[src/sv/cbcs_pkg.sv]
`timescale 1ns / 1ps
// ----------------------------------------------------------------------------
// cbcs_pkg: shared types and constants of the contention round block
// Field widths, outcome and command codes, register indexes, reset values and
// the per-round control word sent to every station slice.
// ----------------------------------------------------------------------------
package cbcs_pkg;

    // parameter defaults
    localparam int NUM_STATIONS_DEF = 4;
    localparam int RAND_BITS_DEF    = 16;

    // fixed field widths
    localparam int MAX_STATIONS = 4;
    localparam int LANE_W       = 16;
    localparam int RND_W        = MAX_STATIONS * LANE_W;
    localparam int BO_W         = 15;
    localparam int EXP_W        = 4;
    localparam int RMAX_W       = 8;
    localparam int THR_W        = 16;
    localparam int TX_W         = 8;
    localparam int CNT_W        = 32;
    localparam int TIME_W       = 48;
    localparam int OUTCOME_W    = 3;
    localparam int WIN_W        = 2;
    localparam int MASK_W       = MAX_STATIONS;

    // stream word widths
    localparam int IN_DATA_W   = 72;
    localparam int RES_W       = OUTCOME_W + WIN_W + MASK_W + TX_W + 2 * CNT_W + TIME_W;
    localparam int OUT_DATA_W  = ((RES_W + 7) / 8) * 8;

    // configuration port
    localparam int CFG_IDX_W  = 3;
    localparam int CFG_DATA_W = 16;

    localparam logic [CFG_IDX_W-1:0] REG_MODE      = 3'd0;
    localparam logic [CFG_IDX_W-1:0] REG_INIT_EXP  = 3'd1;
    localparam logic [CFG_IDX_W-1:0] REG_MAX_EXP   = 3'd2;
    localparam logic [CFG_IDX_W-1:0] REG_RAND_MAX  = 3'd3;
    localparam logic [CFG_IDX_W-1:0] REG_THRESHOLD = 3'd4;

    // register reset values
    localparam logic             MODE_RST      = 1'b0;
    localparam logic [EXP_W-1:0] INIT_EXP_RST  = 4'd5;
    localparam logic [EXP_W-1:0] MAX_EXP_RST   = 4'd15;
    localparam logic [RMAX_W-1:0] RAND_MAX_RST = 8'd6;
    localparam logic [THR_W-1:0] THRESHOLD_RST = 16'd39322;

    // backoff modes
    localparam logic MODE_BEB     = 1'b0;
    localparam logic MODE_PERSIST = 1'b1;

    // input commands
    localparam logic CMD_START = 1'b0;
    localparam logic CMD_ROUND = 1'b1;

    // round outcomes
    localparam logic [OUTCOME_W-1:0] OUT_IDLE      = 3'd0;
    localparam logic [OUTCOME_W-1:0] OUT_COLLISION = 3'd1;
    localparam logic [OUTCOME_W-1:0] OUT_SUCCESS   = 3'd2;
    localparam logic [OUTCOME_W-1:0] OUT_DEFERRED  = 3'd3;
    localparam logic [OUTCOME_W-1:0] OUT_INIT      = 3'd4;

    // per-round control word broadcast to the station slices
    typedef struct packed {
        logic              start;
        logic              idle;
        logic              collide;
        logic              success;
        logic              defer;
        logic              mode;
        logic [EXP_W-1:0]  init_exp;
        logic [EXP_W-1:0]  max_exp;
        logic [RMAX_W-1:0] rand_max;
        logic [THR_W-1:0]  persist_threshold;
        logic [TX_W-1:0]   tx_slots;
    } round_ctl_t;

endpackage

[src/sv/cbcs_station.sv]
`timescale 1ns / 1ps
// ----------------------------------------------------------------------------
// cbcs_station: state and next-state logic of one station
// Holds backoff count, exponent, attempt and success counts and updates them
// once per round from the broadcast control word and the station's lane.
// ----------------------------------------------------------------------------
module cbcs_station #(
    parameter int RAND_BITS = cbcs_pkg::RAND_BITS_DEF
) (
    input  logic                      clk,
    input  logic                      rst_n,
    input  logic                      en,
    input  cbcs_pkg::round_ctl_t      ctl,
    input  logic [RAND_BITS-1:0]      lane,
    output logic                      ready,
    output logic                      defer_req,
    output logic [cbcs_pkg::CNT_W-1:0] attempts_next,
    output logic [cbcs_pkg::CNT_W-1:0] successes_next
);

    localparam int WIDE_W = RAND_BITS + cbcs_pkg::BO_W;
    localparam int PROD_W = RAND_BITS + cbcs_pkg::RMAX_W + 1;

    logic [cbcs_pkg::BO_W-1:0]  backoff_reg, backoff_next;
    logic [cbcs_pkg::EXP_W-1:0] exp_reg, exp_next;
    logic [cbcs_pkg::CNT_W-1:0] att_reg, suc_reg;

    logic [cbcs_pkg::EXP_W-1:0]  draw_exp;
    logic [WIDE_W-1:0]           wide;
    logic [cbcs_pkg::BO_W-1:0]   pow_draw;
    logic [cbcs_pkg::RMAX_W:0]   span;
    logic [PROD_W-1:0]           prod;
    logic [cbcs_pkg::BO_W-1:0]   uni_draw;
    logic [cbcs_pkg::LANE_W-1:0] scaled;
    logic [cbcs_pkg::BO_W-1:0]   tx_ext;
    logic [cbcs_pkg::CNT_W-1:0]  att_inc, suc_inc;

    // draw in 0..2^e-1: lane times a power of two, top bits kept
    assign draw_exp = (ctl.start || ctl.success) ? ctl.init_exp : exp_reg;
    assign wide     = WIDE_W'(lane) << draw_exp;
    assign pow_draw = wide[WIDE_W-1:RAND_BITS];

    // draw in 0..random_max
    assign span     = {1'b0, ctl.rand_max} + 9'd1;
    assign prod     = PROD_W'(lane) * PROD_W'(span);
    assign uni_draw = cbcs_pkg::BO_W'(prod[PROD_W-1:RAND_BITS]);

    // defer test on the lane scaled to 16 bits
    assign scaled    = cbcs_pkg::LANE_W'(lane) << (cbcs_pkg::LANE_W - RAND_BITS);
    assign defer_req = scaled > ctl.persist_threshold;

    assign ready   = (backoff_reg == '0);
    assign att_inc = (att_reg == '1) ? att_reg : att_reg + 1'b1;
    assign suc_inc = (suc_reg == '1) ? suc_reg : suc_reg + 1'b1;
    assign tx_ext  = cbcs_pkg::BO_W'(ctl.tx_slots);

    // next state for this round
    always_comb
    begin
        backoff_next   = backoff_reg;
        exp_next       = exp_reg;
        attempts_next  = att_reg;
        successes_next = suc_reg;
        if (ctl.start)
        begin
            attempts_next  = '0;
            successes_next = '0;
            exp_next       = ctl.init_exp;
            if (ctl.mode == cbcs_pkg::MODE_BEB)
                backoff_next = pow_draw;
            else
                backoff_next = cbcs_pkg::BO_W'(defer_req);
        end
        else if (ctl.idle)
        begin
            if (backoff_reg != '0)
                backoff_next = backoff_reg - 1'b1;
        end
        else if (ctl.collide)
        begin
            if (ready)
            begin
                attempts_next = att_inc;
                if (ctl.mode == cbcs_pkg::MODE_BEB)
                begin
                    backoff_next = pow_draw;
                    if (exp_reg < ctl.max_exp)
                        exp_next = exp_reg + 1'b1;
                end
                else
                begin
                    backoff_next = uni_draw;
                end
            end
        end
        else if (ctl.defer)
        begin
            if (ready)
                backoff_next = cbcs_pkg::BO_W'(1);
        end
        else if (ctl.success)
        begin
            if (ready)
            begin
                attempts_next  = att_inc;
                successes_next = suc_inc;
                if (ctl.mode == cbcs_pkg::MODE_BEB)
                begin
                    exp_next     = ctl.init_exp;
                    backoff_next = pow_draw;
                end
                else
                begin
                    backoff_next = '0;
                end
            end
            else if (ctl.mode == cbcs_pkg::MODE_PERSIST)
            begin
                backoff_next = (backoff_reg < tx_ext) ? '0 : backoff_reg - tx_ext;
            end
        end
    end

    // station state
    always_ff @(posedge clk or negedge rst_n)
    begin
        if (!rst_n)
        begin
            backoff_reg <= '0;
            exp_reg     <= '0;
            att_reg     <= '0;
            suc_reg     <= '0;
        end
        else if (en)
        begin
            backoff_reg <= backoff_next;
            exp_reg     <= exp_next;
            att_reg     <= attempts_next;
            suc_reg     <= successes_next;
        end
    end

endmodule

[src/sv/csma_backoff_contention_step.sv]
`timescale 1ns / 1ps
// ----------------------------------------------------------------------------
// csma_backoff_contention_step: one contention round of a slotted channel
// Handles a start command, or classifies a round as idle, collision, success or
// deferred from the station backoff counters, and updates all stations in parallel.
//
//   channel  dir  handshake              payload
//   s_*      in   s_tvalid / s_tready    s_tdata: station_random, tx_slots
//                                        s_tuser: cmd
//   m_*      out  m_tvalid / m_tready    m_tdata: round result
//   cfg_*    in   cfg_valid / cfg_ready  cfg_index, cfg_data
//
// One word per cycle sustained unless m_tready holds the result register.
// A word sits in the input register, one pass of logic updates every station
// and the channel time and loads the result register in the same cycle.
// s_tready drops only while both the input and result registers are full and
// m_tready is low. Reset clears the valid flags, station state and channel time
// and loads register defaults. cfg_ready is always high.
// ----------------------------------------------------------------------------
module csma_backoff_contention_step #(
    parameter int NUM_STATIONS = cbcs_pkg::NUM_STATIONS_DEF,
    parameter int RAND_BITS    = cbcs_pkg::RAND_BITS_DEF
) (
    input  logic                              clk,
    input  logic                              rst_n,
    input  logic                              s_tvalid,
    output logic                              s_tready,
    // [63:0] station_random, [71:64] tx_slots
    input  logic [cbcs_pkg::IN_DATA_W-1:0]    s_tdata,
    // [0] cmd
    input  logic                              s_tuser,
    output logic                              m_tvalid,
    input  logic                              m_tready,
    // [2:0] outcome, [4:3] winner, [8:5] collision_mask, [16:9] slots_advanced,
    // [48:17] winner_attempts, [80:49] winner_successes, [128:81] total_slots
    output logic [cbcs_pkg::OUT_DATA_W-1:0]   m_tdata,
    input  logic                              cfg_valid,
    output logic                              cfg_ready,
    input  logic [cbcs_pkg::CFG_IDX_W-1:0]    cfg_index,
    input  logic [cbcs_pkg::CFG_DATA_W-1:0]   cfg_data
);

    localparam int CNT_ST_W = $clog2(NUM_STATIONS + 1);

    // configuration registers
    logic                          mode_reg;
    logic [cbcs_pkg::EXP_W-1:0]    init_exp_reg;
    logic [cbcs_pkg::EXP_W-1:0]    max_exp_reg;
    logic [cbcs_pkg::RMAX_W-1:0]   rand_max_reg;
    logic [cbcs_pkg::THR_W-1:0]    thr_reg;

    // input register
    logic                          in_valid_reg;
    logic                          cmd_reg;
    logic [cbcs_pkg::RND_W-1:0]    rnd_reg;
    logic [cbcs_pkg::TX_W-1:0]     tx_reg;

    // result register
    logic                          out_valid_reg;
    logic [cbcs_pkg::RES_W-1:0]    res_reg, res_next;

    logic [cbcs_pkg::TIME_W-1:0]   time_reg, time_next;

    logic                          advance;
    cbcs_pkg::round_ctl_t          ctl;
    logic [NUM_STATIONS-1:0]       ready, defer_req;
    logic [cbcs_pkg::CNT_W-1:0]    att_next [NUM_STATIONS];
    logic [cbcs_pkg::CNT_W-1:0]    suc_next [NUM_STATIONS];

    logic [CNT_ST_W-1:0]           num_ready;
    logic [cbcs_pkg::WIN_W-1:0]    win_idx;
    logic [cbcs_pkg::MASK_W-1:0]   mask;
    logic                          win_defer;
    logic [cbcs_pkg::CNT_W-1:0]    win_att, win_suc;
    logic                          is_start, is_idle, is_coll, is_single;
    logic [cbcs_pkg::TIME_W:0]     time_sum;
    logic [cbcs_pkg::TX_W-1:0]     add_slots;

    logic [cbcs_pkg::OUTCOME_W-1:0] r_outcome;
    logic [cbcs_pkg::WIN_W-1:0]     r_winner;
    logic [cbcs_pkg::MASK_W-1:0]    r_mask;
    logic [cbcs_pkg::TX_W-1:0]      r_slots;
    logic [cbcs_pkg::CNT_W-1:0]     r_att, r_suc;
    logic [cbcs_pkg::TIME_W-1:0]    r_time;

    // handshakes
    assign advance   = in_valid_reg && (!out_valid_reg || m_tready);
    assign s_tready  = !in_valid_reg || advance;
    assign m_tvalid  = out_valid_reg;
    assign cfg_ready = 1'b1;
    assign m_tdata   = cbcs_pkg::OUT_DATA_W'(res_reg);

    // configuration writes
    always_ff @(posedge clk or negedge rst_n)
    begin
        if (!rst_n)
        begin
            mode_reg     <= cbcs_pkg::MODE_RST;
            init_exp_reg <= cbcs_pkg::INIT_EXP_RST;
            max_exp_reg  <= cbcs_pkg::MAX_EXP_RST;
            rand_max_reg <= cbcs_pkg::RAND_MAX_RST;
            thr_reg      <= cbcs_pkg::THRESHOLD_RST;
        end
        else if (cfg_valid && cfg_ready)
        begin
            unique case (cfg_index)
                cbcs_pkg::REG_MODE:      mode_reg     <= cfg_data[0];
                cbcs_pkg::REG_INIT_EXP:  init_exp_reg <= cfg_data[cbcs_pkg::EXP_W-1:0];
                cbcs_pkg::REG_MAX_EXP:   max_exp_reg  <= cfg_data[cbcs_pkg::EXP_W-1:0];
                cbcs_pkg::REG_RAND_MAX:  rand_max_reg <= cfg_data[cbcs_pkg::RMAX_W-1:0];
                cbcs_pkg::REG_THRESHOLD: thr_reg      <= cfg_data[cbcs_pkg::THR_W-1:0];
                default: ;
            endcase
        end
    end

    // input register
    always_ff @(posedge clk or negedge rst_n)
    begin
        if (!rst_n)
            in_valid_reg <= 1'b0;
        else if (s_tready)
            in_valid_reg <= s_tvalid;
    end

    always_ff @(posedge clk)
    begin
        if (s_tvalid && s_tready)
        begin
            cmd_reg <= s_tuser;
            rnd_reg <= s_tdata[cbcs_pkg::RND_W-1:0];
            tx_reg  <= s_tdata[cbcs_pkg::RND_W +: cbcs_pkg::TX_W];
        end
    end

    // ready stations: mask, count and last ready index
    always_comb
    begin
        num_ready = '0;
        win_idx   = '0;
        mask      = '0;
        for (int i = 0; i < NUM_STATIONS; i++)
        begin
            if (ready[i])
            begin
                mask[i]   = 1'b1;
                num_ready = num_ready + 1'b1;
                win_idx   = cbcs_pkg::WIN_W'(i);
            end
        end
    end

    // winner's defer request and updated counts
    always_comb
    begin
        win_defer = 1'b0;
        win_att   = '0;
        win_suc   = '0;
        for (int i = 0; i < NUM_STATIONS; i++)
        begin
            if (win_idx == cbcs_pkg::WIN_W'(i))
            begin
                win_defer = defer_req[i];
                win_att   = att_next[i];
                win_suc   = suc_next[i];
            end
        end
    end

    // round classification
    assign is_start  = (cmd_reg == cbcs_pkg::CMD_START);
    assign is_idle   = !is_start && (num_ready == '0);
    assign is_coll   = !is_start && (num_ready > CNT_ST_W'(1));
    assign is_single = !is_start && (num_ready == CNT_ST_W'(1));

    always_comb
    begin
        ctl.start             = is_start;
        ctl.idle              = is_idle;
        ctl.collide           = is_coll;
        ctl.defer             = is_single && (mode_reg == cbcs_pkg::MODE_PERSIST) && win_defer;
        ctl.success           = is_single && !ctl.defer;
        ctl.mode              = mode_reg;
        ctl.init_exp          = init_exp_reg;
        ctl.max_exp           = max_exp_reg;
        ctl.rand_max          = rand_max_reg;
        ctl.persist_threshold = thr_reg;
        ctl.tx_slots          = tx_reg;
    end

    // station slices
    for (genvar g = 0; g < NUM_STATIONS; g++)
    begin : g_sta
        cbcs_station #(
            .RAND_BITS (RAND_BITS)
        ) u_sta (
            .clk            (clk),
            .rst_n          (rst_n),
            .en             (advance),
            .ctl            (ctl),
            .lane           (rnd_reg[g*cbcs_pkg::LANE_W +: RAND_BITS]),
            .ready          (ready[g]),
            .defer_req      (defer_req[g]),
            .attempts_next  (att_next[g]),
            .successes_next (suc_next[g])
        );
    end

    // channel time, saturating
    assign add_slots = is_idle ? cbcs_pkg::TX_W'(1) : (ctl.success ? tx_reg : '0);
    assign time_sum  = {1'b0, time_reg} + (cbcs_pkg::TIME_W + 1)'(add_slots);

    always_comb
    begin
        if (is_start)
            time_next = '0;
        else if (time_sum[cbcs_pkg::TIME_W])
            time_next = '1;
        else
            time_next = time_sum[cbcs_pkg::TIME_W-1:0];
    end

    always_ff @(posedge clk or negedge rst_n)
    begin
        if (!rst_n)
            time_reg <= '0;
        else if (advance)
            time_reg <= time_next;
    end

    // result fields
    always_comb
    begin
        r_winner = '0;
        r_mask   = '0;
        r_slots  = '0;
        r_att    = '0;
        r_suc    = '0;
        r_time   = time_next;
        if (is_start)
        begin
            r_outcome = cbcs_pkg::OUT_INIT;
        end
        else
        begin
            r_mask = mask;
            if (is_idle)
            begin
                r_outcome = cbcs_pkg::OUT_IDLE;
                r_slots   = cbcs_pkg::TX_W'(1);
            end
            else if (is_coll)
            begin
                r_outcome = cbcs_pkg::OUT_COLLISION;
            end
            else
            begin
                r_outcome = ctl.defer ? cbcs_pkg::OUT_DEFERRED : cbcs_pkg::OUT_SUCCESS;
                r_slots   = ctl.defer ? '0 : tx_reg;
                r_winner  = win_idx;
                r_att     = win_att;
                r_suc     = win_suc;
            end
        end
        res_next = {r_time, r_suc, r_att, r_slots, r_mask, r_winner, r_outcome};
    end

    // result register
    always_ff @(posedge clk or negedge rst_n)
    begin
        if (!rst_n)
            out_valid_reg <= 1'b0;
        else if (advance)
            out_valid_reg <= 1'b1;
        else if (m_tready)
            out_valid_reg <= 1'b0;
    end

    always_ff @(posedge clk)
    begin
        if (advance)
            res_reg <= res_next;
    end

    // checks
    a_hold_time: assert property (@(posedge clk) disable iff (!rst_n)
        !advance |=> $stable(time_reg))
        else $error("channel time moved without a round");

    a_idle_slot: assert property (@(posedge clk) disable iff (!rst_n)
        advance && is_idle |=> res_reg[cbcs_pkg::OUTCOME_W-1:0] == cbcs_pkg::OUT_IDLE
            && res_reg[16:9] == cbcs_pkg::TX_W'(1))
        else $error("idle round must report one slot");

    a_coll_nowin: assert property (@(posedge clk) disable iff (!rst_n)
        advance && is_coll |=> res_reg[4:3] == '0 && res_reg[16:9] == '0)
        else $error("collision reported a winner or channel time");

    a_stall_cause: assert property (@(posedge clk) disable iff (!rst_n)
        !s_tready |-> in_valid_reg && out_valid_reg && !m_tready)
        else $error("input stalled without a full pipeline");

    a_start_clear: assert property (@(posedge clk) disable iff (!rst_n)
        advance && is_start |=> time_reg == '0)
        else $error("start did not clear channel time");

endmodule
[config.mk]
export PLATFORM = sky130hd
export DESIGN_NAME = csma_backoff_contention_step
export DESIGN_NICKNAME = d
export VERILOG_FILES = /design/src/sv/cbcs_pkg.sv /design/src/sv/cbcs_station.sv /design/src/sv/csma_backoff_contention_step.sv
export SDC_FILE = /design/constraint.sdc
export NUM_CORES = 2
export LEC_CHECK = 0
export BUFFER_PORTS_ARGS = -buffer_cell sky130_fd_sc_hd__buf_2
export CORE_ASPECT_RATIO = 1.5
export CORE_UTILIZATION = 25
export CTS_CLUSTER_DIAMETER = 80
export DETAILED_ROUTE_END_ITERATION = 7
export SLEW_MARGIN = 20
export SYNTH_ARGS = -nofsm -noshare
export SYNTH_HDL_FRONTEND = slang
export SYNTH_SLANG_ARGS = --single-unit
export TNS_END_PERCENT = 10
[constraint.sdc]
create_clock -name clk -period 16.2 [get_ports clk]
set_clock_uncertainty 0.15 [all_clocks]
set_input_delay 0.81 -clock clk [delete_from_list [all_inputs] [get_ports clk]]
set_output_delay 0.81 -clock clk [all_outputs]
set_load 0.02 [all_outputs]
==> impl_metrics.env <==
export IMPL_viasPerCell=5.20
export IMPL_die_h_um=595
export IMPL_core_um2=233000
export IMPL_area_growth_pct=12.2
export IMPL_boundaryPins=236
export IMPL_dieArea_um2=237000
export IMPL_period_share=0.564
export IMPL_ys_ff_latch=617
export IMPL_cts_sinks=617
export IMPL_grt_pass1_wl_um=317000
export IMPL_violations="design-rule violations, negative hold slack"
export IMPL_critPathArrivalTime_ns=9.43
export IMPL_cts_max_level=3
export IMPL_fmax_mhz=109
export IMPL_cts_tree="done"
export IMPL_drt_iter0_drc=4493
export IMPL_synthCells=6850
export IMPL_wl_um=210000
export IMPL_fin_hold_ws_ns=-0.00999
export IMPL_p_leak_nw=28.7
export IMPL_synth_warnings=0
export IMPL_status="complete, but fails checks"
export IMPL_maxSlewHeadroom=0.194
export IMPL_cts_setup_buffers=0
export IMPL_syn_avg_cell_area_um2=8.57
export IMPL_yosysUniqueCellTypes=108
export IMPL_drv_cap=0
export IMPL_drive_above_1_share=0.0909
export IMPL_drcViolationCount=1
export IMPL_fin_ws_ns=7.06
export IMPL_ctsResizeCount=0
export IMPL_worst_pin_slew_ns=1.20
export IMPL_nets=7631
export IMPL_synth_edff_count=202
export IMPL_io_buffers=227
export IMPL_cp_max_fo=49
export IMPL_ys_flop_type="dfrtp_1"
export IMPL_hold_buffers=0
export IMPL_cts_buffers=83
export IMPL_irDropWorstVdd_uv=156
export IMPL_fill_cells=24700
export IMPL_grt_pass1_vias=51300
export IMPL_synth_area_um2=58700
export IMPL_start_kind="register"
export IMPL_drtAntennaViolNets=0
export IMPL_worstSetupPathType="register to register"
export IMPL_row_count=217
export IMPL_initial_utilization=0.252
export IMPL_crit_path_end_kind="register"
export IMPL_clock_path_buffers=3
export IMPL_routedWlPerCell_um=21.1
export IMPL_fin_setup_tns_ns=0
export IMPL_powerDensity_nw_per_um2=154
export IMPL_async_flop_share=0.673
export IMPL_rsz0062_at_grt="no"
export IMPL_cts_reportedPaths_clkPinSlew_ns=0.06
export IMPL_finalSetupViolCount=0
export IMPL_num_vias=51900
export IMPL_largest_reg_flops=129
export IMPL_timing_final_hold_violations=1
export IMPL_crit_path_top_delay_cell="buf_4"
export IMPL_antenna_found_initial=14
export IMPL_grt_overflow=0
export IMPL_synth_seq_area_share=0.281
export IMPL_grt_total_usage=0.174
export IMPL_grt_max_degree=138
export IMPL_first_pass_iters=8
export IMPL_hpwl_um=152000
export IMPL_worstSkewPairLatency_ns=0.73
export IMPL_min_period_ns=9.14
export IMPL_min_path_type="input pin to asynchronous set/reset pin"
export IMPL_dp_worst_setup_slack_ns=7.19
export IMPL_gp_congestion=0.922
export IMPL_root_buffer="clkbuf_16"
export IMPL_final_max_slew_viol_count=0
export IMPL_crit_required_ns=16.48
export IMPL_die_w_um=398
export IMPL_critPathMaxStageDelay_ns=0.56
[cell families (layout without fill, tap and decap cells)]
logic type,count (synthesis),after routing,synth area share
simple gates,2512,2512,0.204
compound gates,1388,1388,0.149
buf+inv,1022,1073,0.0673
fa+ha+maj,697,697,0.199
flops,617,617,0.281
xor+xnor,350,350,0.0522
mux,262,262,0.0471
other cells,2,10,0.000128
[metrics by stage]
stage / total power, mW / std cells / hold WS (ns) / utilization / cell area (µm²)
floorplan: 6.47 / 6856 / 0.300 / - / 58700
global placement: 7.96 / 9817 / 0.313 / 0.270 / 62900
detailed placement: 8.15 / 9817 / 0.328 / 0.270 / 62900
CTS: 10.2 / 9972 / 0.0166 / 0.282 / 65800
global route: 11.2 / 9974 / 0.0545 / 0.282 / 65900
finish: 10.2 / 9975 / -0.00999 / 0.282 / 65900
[routing by layer]
layer | track usage | vias up | routed length, µm
li1 | - | 23300 | -
met1 | 0.219 | 25700 | 84900
met2 | 0.288 | 2290 | 99000
met3 | 0.0286 | 553 | 15700
met4 | 0.0821 | 4 | 10600
met5 | 0 | - | 27
[final timing paths]
path	from	cells after the start	endpoint	slack (ns)
max in group asynchronous	rst_n	3	thr_reg[10]	13.68
worst max-delay path	g_sta[0].u_sta.backoff_reg[0]	33	res_reg[126]	7.06
worst min-delay path	rst_n	1	time_reg[35]	-0.01
min in group clk	s_tdata[40]	1	rnd_reg[40]	0.11
worst min register to register	g_sta[3].u_sta.suc_reg[6]	2	g_sta[3].u_sta.suc_reg[6]	0.34
worst max register to register	g_sta[0].u_sta.backoff_reg[0]	33	res_reg[126]	7.06
[layout by cell type, fill, tap and decap left out, types with 71 or more instances in the layout]
cell type	n
inv_1	597
nand2b_1	89
edfxtp_1	202
xnor2_1	187
and2_1	314
clkbuf_16	87
nor2_1	537
o21ai_0	371
fa_1	397
a21oi_1	438
nor3_1	174
ha_1	299
dfrtp_1	399
buf_4	85
mux2i_1	194
and3_1	97
nand2_1	846
nand3_1	193
nand4_1	71
xor2_1	155
buf_2	226
[cells in the mapped netlist (all sizes together), types with 16 or more instances]
master,n,area share
nor2b,31,0.0033
or4,18,0.0024
nand2,848,0.054
nor2,542,0.035
o22ai,64,0.0068
a21o,50,0.0064
nand3,195,0.017
ha,300,0.064
inv,600,0.038
dfstp,16,0.0072
dfrtp,399,0.17
o211ai,35,0.0047
o31ai,21,0.0027
fa,397,0.14
buf,65,0.0061
clkbuf,355,0.023
nand4,71,0.0076
xor2,159,0.024
mux2i,196,0.034
and2,318,0.034
or3,39,0.0042
a22o,47,0.0070
mux2,62,0.012
a221oi,27,0.0041
xnor2,191,0.029
a211oi,30,0.0039
and3,99,0.011
o221ai,19,0.0028
o21ai,383,0.033
a21oi,442,0.038
nor3,182,0.016
a22oi,39,0.0053
a31oi,46,0.0049
o22a,24,0.0036
nand2b,89,0.0095
nor4,30,0.0036
edfxtp,202,0.10
[where the power goes]
group / internal, mW / switching, mW
clock: 1.18 / 0.827
combinational: 2.42 / 3.68
sequential: 1.78 / 0.270
total: 5.38 / 4.78
[critical path: cells and delay by family, from the launching register on]
family                     cells  cell delay (ns)
muxes                          1             0.34
DFF                            1             0.42
and+or+nand+nor               13             2.95
buffers and inverters          6             1.75
adders and majority gates      4             1.48
AOI/OAI and AO/OA              9             1.71
[layout make-up]
class,count,area [µm²],area share
multi-input cells,5217,38500,0.584
flip-flops and latches,617,16500,0.250
well taps,3066,3840,0.0583
inverters,602,2270,0.0345
clock buffers,98,2240,0.0340
repair buffers,316,1850,0.0281
clock inverters,57,696,0.0106
diodes,2,5.00,0.0000760
Power figures use the tool's default switching activity.
